===== src/hufd_pkg.sv =====
// Shared types, sizes and codes for the preorder Huffman tree decoder.
// No dependencies; every other file of the block imports this package.
package hufd_pkg;

    // Tree size limits
    localparam int MAX_SYMBOLS = 256;
    localparam int SYMBOL_BITS = 8;

    localparam int NODE_COUNT = 2 * MAX_SYMBOLS - 1;
    localparam int NODE_W     = $clog2(NODE_COUNT);
    localparam int NUSED_W    = $clog2(NODE_COUNT + 1);
    localparam int DEPTH_W    = $clog2(MAX_SYMBOLS + 1);
    localparam int STACK_AW   = $clog2(MAX_SYMBOLS);
    localparam int SYM_W      = (SYMBOL_BITS < 8) ? SYMBOL_BITS : 8;

    // Operation codes
    localparam logic [1:0] OP_CLEAR = 2'd0;
    localparam logic [1:0] OP_NODE  = 2'd1;
    localparam logic [1:0] OP_BIT   = 2'd2;

    // Result kinds
    localparam logic [1:0] KIND_SYMBOL = 2'd0;
    localparam logic [1:0] KIND_LOADED = 2'd1;
    localparam logic [1:0] KIND_FAULT  = 2'd2;

    typedef logic [NODE_W-1:0] node_idx_t;

    typedef struct packed {
        logic [1:0] operation;
        logic       tree_bit;
        logic [7:0] leaf_symbol;
        logic       message_bit;
    } item_t;

    typedef struct packed {
        logic [1:0] result_kind;
        logic [7:0] symbol;
    } result_t;

    // One branch of a node: the child it leads to, and what that child is.
    typedef struct packed {
        node_idx_t        idx;
        logic             leaf;
        logic [SYM_W-1:0] sym;
    } child_entry_t;

    typedef struct packed {
        logic         en;
        node_idx_t    addr;
        child_entry_t entry;
    } child_wr_t;

    typedef struct packed {
        logic                en;
        logic [STACK_AW-1:0] addr;
        node_idx_t           idx;
    } stack_wr_t;

endpackage


===== src/hufd_stack_mem.sv =====
// Stack of open parent nodes used while a tree is loaded.
// Depends on hufd_pkg. Registered read with write-first bypass.
module hufd_stack_mem
    import hufd_pkg::*;
(
    input  logic                clk,
    input  stack_wr_t           wr,
    input  logic [STACK_AW-1:0] rd_addr,
    output node_idx_t           rd_idx
);

    node_idx_t mem [0:MAX_SYMBOLS-1];
    node_idx_t rd_idx_reg;

    always_ff @(posedge clk)
    begin
        if (wr.en)
        begin
            mem[wr.addr] <= wr.idx;
        end
    end

    always_ff @(posedge clk)
    begin
        if (wr.en && (wr.addr == rd_addr))
        begin
            rd_idx_reg <= wr.idx;
        end
        else
        begin
            rd_idx_reg <= mem[rd_addr];
        end
    end

    assign rd_idx = rd_idx_reg;

endmodule


===== config.mk =====
export PLATFORM = sky130hd
export DESIGN_NAME = hufd_stack_mem
export DESIGN_NICKNAME = d
export VERILOG_FILES = /design/src/hufd_pkg.sv /design/src/hufd_stack_mem.sv
export SDC_FILE = /design/constraint.sdc
export NUM_CORES = 2
export LEC_CHECK = 0
export BUFFER_PORTS_ARGS = -buffer_cell sky130_fd_sc_hd__buf_2
export CORE_MARGIN = 3
export CORE_UTILIZATION = 60
export CTS_CLUSTER_DIAMETER = 200
export CTS_CLUSTER_SIZE = 24
export DETAILED_ROUTE_END_ITERATION = 10
export PLACE_DENSITY = 0.75
export SYNTH_ARGS = -nofsm -noshare
export SYNTH_HDL_FRONTEND = slang
export SYNTH_SLANG_ARGS = --single-unit

===== constraint.sdc =====
create_clock -name clk -period 2.6 [get_ports clk]
set_clock_uncertainty 0.15 [all_clocks]
set_input_delay 0.13 -clock clk [delete_from_list [all_inputs] [get_ports clk]]
set_output_delay 0.13 -clock clk [all_outputs]
set_load 0.02 [all_outputs]

==> report_table.html <==
<table>
<tr><th>Metric</th><th>Value</th></tr>
<tr><th colspan="2">Run status</th></tr>
<tr><td>Outcome</td><td>finished, violations left</td></tr>
<tr><td>Violations in the final reports</td><td>negative setup slack</td></tr>
<tr><th colspan="2">Critical path</th></tr>
<tr><td>Family of cells with the greatest summed delay on the critical path</td><td>compound AO/OA/AOI/OAI gates</td></tr>
<tr><td>CP endpoint kind</td><td>output port</td></tr>
<tr><td>CP cell instances</td><td>buf_12 -&gt; buf_16 -&gt; buf_16 -&gt; buf_4 -&gt; mux4_2 -&gt; a22oi_2 -&gt; o31a_1 -&gt; o21ai_2 -&gt; a211oi_4 -&gt; nor4_1 -&gt; buf_4 -&gt; buf_6</td></tr>
<tr><td>Sort of element at the start of the critical path</td><td>flip-flop</td></tr>
<tr><td>Required time at the worst-slack endpoint</td><td>2.32 ns</td></tr>
<tr><td>Biggest fanout along the worst timing path</td><td>6</td></tr>
<tr><td>Maximum single-stage delay on the critical path</td><td>between 0.5 and 0.6 ns</td></tr>
<tr><td>Setup Crit Path Kind</td><td>reg2out</td></tr>
<tr><td>Worst path buffer plus inverter count</td><td>6</td></tr>
<tr><td>Data arrival time of the critical path</td><td>around 3.8 ns</td></tr>
<tr><td>Worst path depth</td><td>12</td></tr>
<tr><td>Critical-path cell with the highest stage delay</td><td>sky130_fd_sc_hd__mux4_2</td></tr>
<tr><th colspan="2">Layout</th></tr>
<tr><td>Largest registers ranked by flip-flop count</td><td>mem: 2304 flops</td></tr>
<tr><td>Net count, final</td><td>between 5,000 and 6,000</td></tr>
<tr><td>Fin area</td><td>103,000 um2</td></tr>
<tr><td>Fraction of final layout cells with drive strength greater than 1</td><td>33.1%</td></tr>
<tr><td>Register with the highest flop count</td><td>mem</td></tr>
<tr><td>Utilization of the core after routing</td><td>70.2%</td></tr>
<tr><td>Layout area overhead</td><td>15.5%</td></tr>
<tr><td>Number of flip-flops under the largest register name</td><td>2,304</td></tr>
<tr><td>Filler cells</td><td>8,455</td></tr>
<tr><td>Final standard cell count with taps included and fillers excluded</td><td>between 6,000 and 7,000</td></tr>
<tr><td>Most common cell after layout, fill and taps aside</td><td>sky130_fd_sc_hd__edfxtp_1</td></tr>
<tr><td>Highest-count cells in the layout ignoring fill and taps</td><td>2,304 x sky130_fd_sc_hd__edfxtp_1, 700 x sky130_fd_sc_hd__buf_4, 469 x sky130_fd_sc_hd__mux4_2</td></tr>
<tr><th colspan="2">Clock tree</th></tr>
<tr><td>TritonCTS clock tree</td><td>done</td></tr>
<tr><td>Clock input transition at the sequential cells of the worst setup and hold paths</td><td>0.09 ns</td></tr>
<tr><td>Root buf cell</td><td>sky130_fd_sc_hd__clkbuf_16</td></tr>
<tr><td>Total clock sinks</td><td>approximately 2,300</td></tr>
<tr><td>Maximum clock path buffer count</td><td>3</td></tr>
<tr><td>H-tree depth</td><td>3</td></tr>
<tr><td>Cts bufs inserted</td><td>106</td></tr>
<tr><th colspan="2">Timing</th></tr>
<tr><td>Slew of the pin with the lowest slew margin</td><td>0.972 ns</td></tr>
<tr><td>Final clock period utilization by the worst path</td><td>155%</td></tr>
<tr><td>Max Freq</td><td>248 MHz</td></tr>
<tr><td>Unrepaired setup endpoints after global routing</td><td>yes</td></tr>
<tr><td>Worst slew margin relative to its limit</td><td>between 30% and 40%</td></tr>
<tr><td>Number of hold-slack violations in the final timing report</td><td>0</td></tr>
<tr><td>Final-layout worst hold slack</td><td>0.132 ns</td></tr>
<tr><td>Final number of max-transition violations</td><td>0</td></tr>
<tr><td>Post-layout minimum cycle time</td><td>4.04 ns</td></tr>
<tr><td>Setup Viol. Count Final</td><td>9</td></tr>
<tr><td>Setup WS post-layout</td><td>-1.44 ns</td></tr>
<tr><th colspan="2">Routing</th></tr>
<tr><td>DRT antenna net count</td><td>0</td></tr>
<tr><td>Via density</td><td>6.81</td></tr>
<tr><td>Sum of routed wire length over all layers</td><td>approximately 230,000 um</td></tr>
<tr><td>Via count</td><td>47,437</td></tr>
<tr><td>Routed wirelength normalized by instance count</td><td>32.7 um</td></tr>
<tr><td>Remaining routing DRC violations</td><td>0</td></tr>
<tr><td>Number of detailed-routing iterations run before antenna repair</td><td>6</td></tr>
<tr><td>Number of DRC markers in iteration 0</td><td>7,134</td></tr>
<tr><th colspan="2">GRT</th></tr>
<tr><td>Largest net degree at the start of global routing</td><td>114</td></tr>
<tr><td>Global-route usage over all layers</td><td>30.0%</td></tr>
<tr><td>Number of antenna violations at the first check in global routing</td><td>11</td></tr>
<tr><td>GRT overflow</td><td>0</td></tr>
<tr><td>First-pass GRT wire length</td><td>roughly 330,000 um</td></tr>
<tr><td>Number of global-route vias before repair</td><td>46,981</td></tr>
<tr><th colspan="2">Worst hold path</th></tr>
<tr><td>Worst min-delay path category</td><td>in2reg</td></tr>
<tr><td>Number of instances on the worst hold path</td><td>2</td></tr>
<tr><th colspan="2">Placement</th></tr>
<tr><td>Gp weighted congestion</td><td>0.914</td></tr>
<tr><td>Total of buffers placed on input and output ports</td><td>35</td></tr>
<tr><td>Dpl cell area</td><td>97,100 um2</td></tr>
<tr><td># placed instances</td><td>6,682</td></tr>
<tr><td>Final HPWL DP</td><td>approximately 140,000 um</td></tr>
<tr><th colspan="2">Yosys</th></tr>
<tr><td>Post-synth EDFFs</td><td>2,304</td></tr>
<tr><td>Post-Synth Adder-Cell Area</td><td>0%</td></tr>
<tr><td>Synthesized-area fraction occupied by ao, oa, aoi and oai cells</td><td>about 3.8%</td></tr>
<tr><td>Combined area of all synthesized cells</td><td>roughly 89,000 um2</td></tr>
<tr><td>Synth top area share</td><td>slightly below 80%</td></tr>
<tr><td>Synth warnings</td><td>0</td></tr>
<tr><td>Simple-gate share of the synthesized area</td><td>2.50%</td></tr>
<tr><td>Main area contributors after synthesis</td><td>sky130_fd_sc_hd__edfxtp_1 78%, sky130_fd_sc_hd__mux4_2 12%, sky130_fd_sc_hd__mux2i_1 2.0%</td></tr>
<tr><td>Post-synthesis cell type with the largest combined area</td><td>sky130_fd_sc_hd__edfxtp_1</td></tr>
<tr><td>Count of cell types in the netlist</td><td>57</td></tr>
<tr><td>Dominant register cell in the synthesized netlist</td><td>sky130_fd_sc_hd__edfxtp_1</td></tr>
<tr><td>Fraction of synthesized area in multiplexers</td><td>14.3%</td></tr>
<tr><td>Fraction of registers with async set/reset</td><td>0%</td></tr>
<tr><td>Instance count of the mapped netlist</td><td>4,236</td></tr>
<tr><td>Mean post-synth cell area</td><td>21.1 um2</td></tr>
<tr><td>Register bit count reported by yosys</td><td>2,312</td></tr>
<tr><td>Seq/Total Area, Yosys</td><td>between 70 and 80%</td></tr>
<tr><td>Post-synthesis share of cell area spent on xor and xnor gates</td><td>0%</td></tr>
<tr><td>Synthesized Nets</td><td>approximately 4,300</td></tr>
<tr><td>Largest family of logic cells by synthesized area</td><td>multiplexers</td></tr>
<tr><th colspan="2">Floorplanning</th></tr>
<tr><td>Initial Util</td><td>between 60% and 70%</td></tr>
<tr><td>Floorplan die area</td><td>153,000 um2</td></tr>
<tr><td>Core Region</td><td>approximately 150,000 um2</td></tr>
<tr><td>Overall die height</td><td>392 um</td></tr>
<tr><td>Floorplan row count</td><td>140</td></tr>
<tr><td>Chip width</td><td>392 um</td></tr>
<tr><td>Count of pins on the block boundary</td><td>36</td></tr>
<tr><th colspan="2">Pwr</th></tr>
<tr><td>Switching Power</td><td>14.0 mW</td></tr>
<tr><td>Fraction of power consumed by combinational cells</td><td>7.7%</td></tr>
<tr><td>Power per Cell Area</td><td>628 nW/um2</td></tr>
<tr><td>Switching share of total power</td><td>21.6%</td></tr>
<tr><td>Sequential power share</td><td>63.4%</td></tr>
<tr><td>Maximum VDD drop</td><td>0.573 mV</td></tr>
<tr><td>Relative contribution of the clock network to total power</td><td>28.9%</td></tr>
<tr><td>Leakage power of the design</td><td>33.1 nW</td></tr>
<tr><td>Cell Int Power</td><td>50.8 mW</td></tr>
<tr><th colspan="2">Job</th></tr>
<tr><td>Max Cap Viol</td><td>0</td></tr>
</table>
-- layer usage --
metal / part of all wire, % / track usage [%] / vias to the layer above
met2: 47 / 46.0 / 3286
met4: 3.8 / 10.6 / 8
met5: 0.025 / 0 / -
met1: 36 / 43.0 / 24519
li1: - / - / 19145
met3: 13 / 7.39 / 479
-- power groups by stage --
stage | Clock, mW | Sequential [mW] | Combinational [mW]
CTS | 18.8 | 41.0 | 4.81
global route | 20.1 | 41.0 | 5.19
finish | 18.7 | 41.0 | 5.01
global placement | 0 | 41.9 | 4.21
detailed placement | 0 | 41.9 | 4.29
floorplan | 0 | 41.9 | 1.99
-- cell usage after synthesis, types with 5 or more instances --
library cell and instances:
sky130_fd_sc_hd__a211oi_1 26, sky130_fd_sc_hd__a21oi_1 98, sky130_fd_sc_hd__a221oi_1 11, sky130_fd_sc_hd__a22o_1 8, sky130_fd_sc_hd__a22oi_1 174, sky130_fd_sc_hd__a31oi_1 10
sky130_fd_sc_hd__buf_1 14, sky130_fd_sc_hd__buf_12 5, sky130_fd_sc_hd__buf_2 54, sky130_fd_sc_hd__buf_4 28, sky130_fd_sc_hd__buf_6 26, sky130_fd_sc_hd__buf_8 12
sky130_fd_sc_hd__clkbuf_1 120, sky130_fd_sc_hd__dfxtp_1 8, sky130_fd_sc_hd__edfxtp_1 2304, sky130_fd_sc_hd__mux2_2 21, sky130_fd_sc_hd__mux2i_1 177, sky130_fd_sc_hd__mux4_1 9
sky130_fd_sc_hd__mux4_2 467, sky130_fd_sc_hd__nand2_1 40, sky130_fd_sc_hd__nand2b_1 9, sky130_fd_sc_hd__nand3_1 31, sky130_fd_sc_hd__nand4_1 11, sky130_fd_sc_hd__nor2_1 305
sky130_fd_sc_hd__nor2b_1 28, sky130_fd_sc_hd__nor3_1 21, sky130_fd_sc_hd__nor4_1 27, sky130_fd_sc_hd__o21ai_0 31, sky130_fd_sc_hd__o21ai_1 5, sky130_fd_sc_hd__o221ai_1 35
sky130_fd_sc_hd__o22ai_1 65, sky130_fd_sc_hd__o31a_1 8
-- logic make-up (layout without fill, tap and decap cells) --
logic type	count (synthesis)	in the layout
other	0	10
buffers and inverters	261	1064
AO/OA/AOI/OAI	489	489
flip-flops	2312	2312
AND/OR/NAND/NOR	500	500
multiplexers	674	674
-- final cells by class --
class,count,area (um2),area share (%)
diodes,10,25.0,0.0243
clock buffers,150,2840,2.75
clock inverters,7,124,0.120
inverters,2,7.51,0.00728
multi-input cells,1663,19700,19.2
flip-flops and latches,2312,69400,67.3
well taps,1917,2400,2.33
repair buffers,905,8560,8.30
-- worst paths after layout --
kind	startpoint	endpoint	slack (ns)
min	wr[1]	mem[230][1]	0.13
max	flip-flop	rd_idx[2]	-1.44
-- through the flow --
stage / power (mW) / TNS [ns] / setup WS, ns
4_1_cts: 64.7 / -13.13 / -1.54
3_3_place_gp: 46.1 / -10.81 / -1.53
3_5_place_dp: 46.2 / -10.92 / -1.59
2_1_floorplan: 43.9 / 0 / 0.000276
6_report: 64.8 / -12.55 / -1.44
5_1_grt: 66.3 / -12.94 / -1.50
-- what timing repair did --
| item | in CTS | in global routing |
|---|---|---|
| hold endpoints to repair | 1420 | 0 |
| resized for setup | 242 | 86 |
| hold buffers | 38 | 0 |
| pin swaps | 57 | 42 |
| gates cloned | 9 | 2 |
| buffers inserted | 56 | 21 |
| setup endpoints to repair | 9 | 12 |
Note: power is estimated with default switching activity, not from simulation.
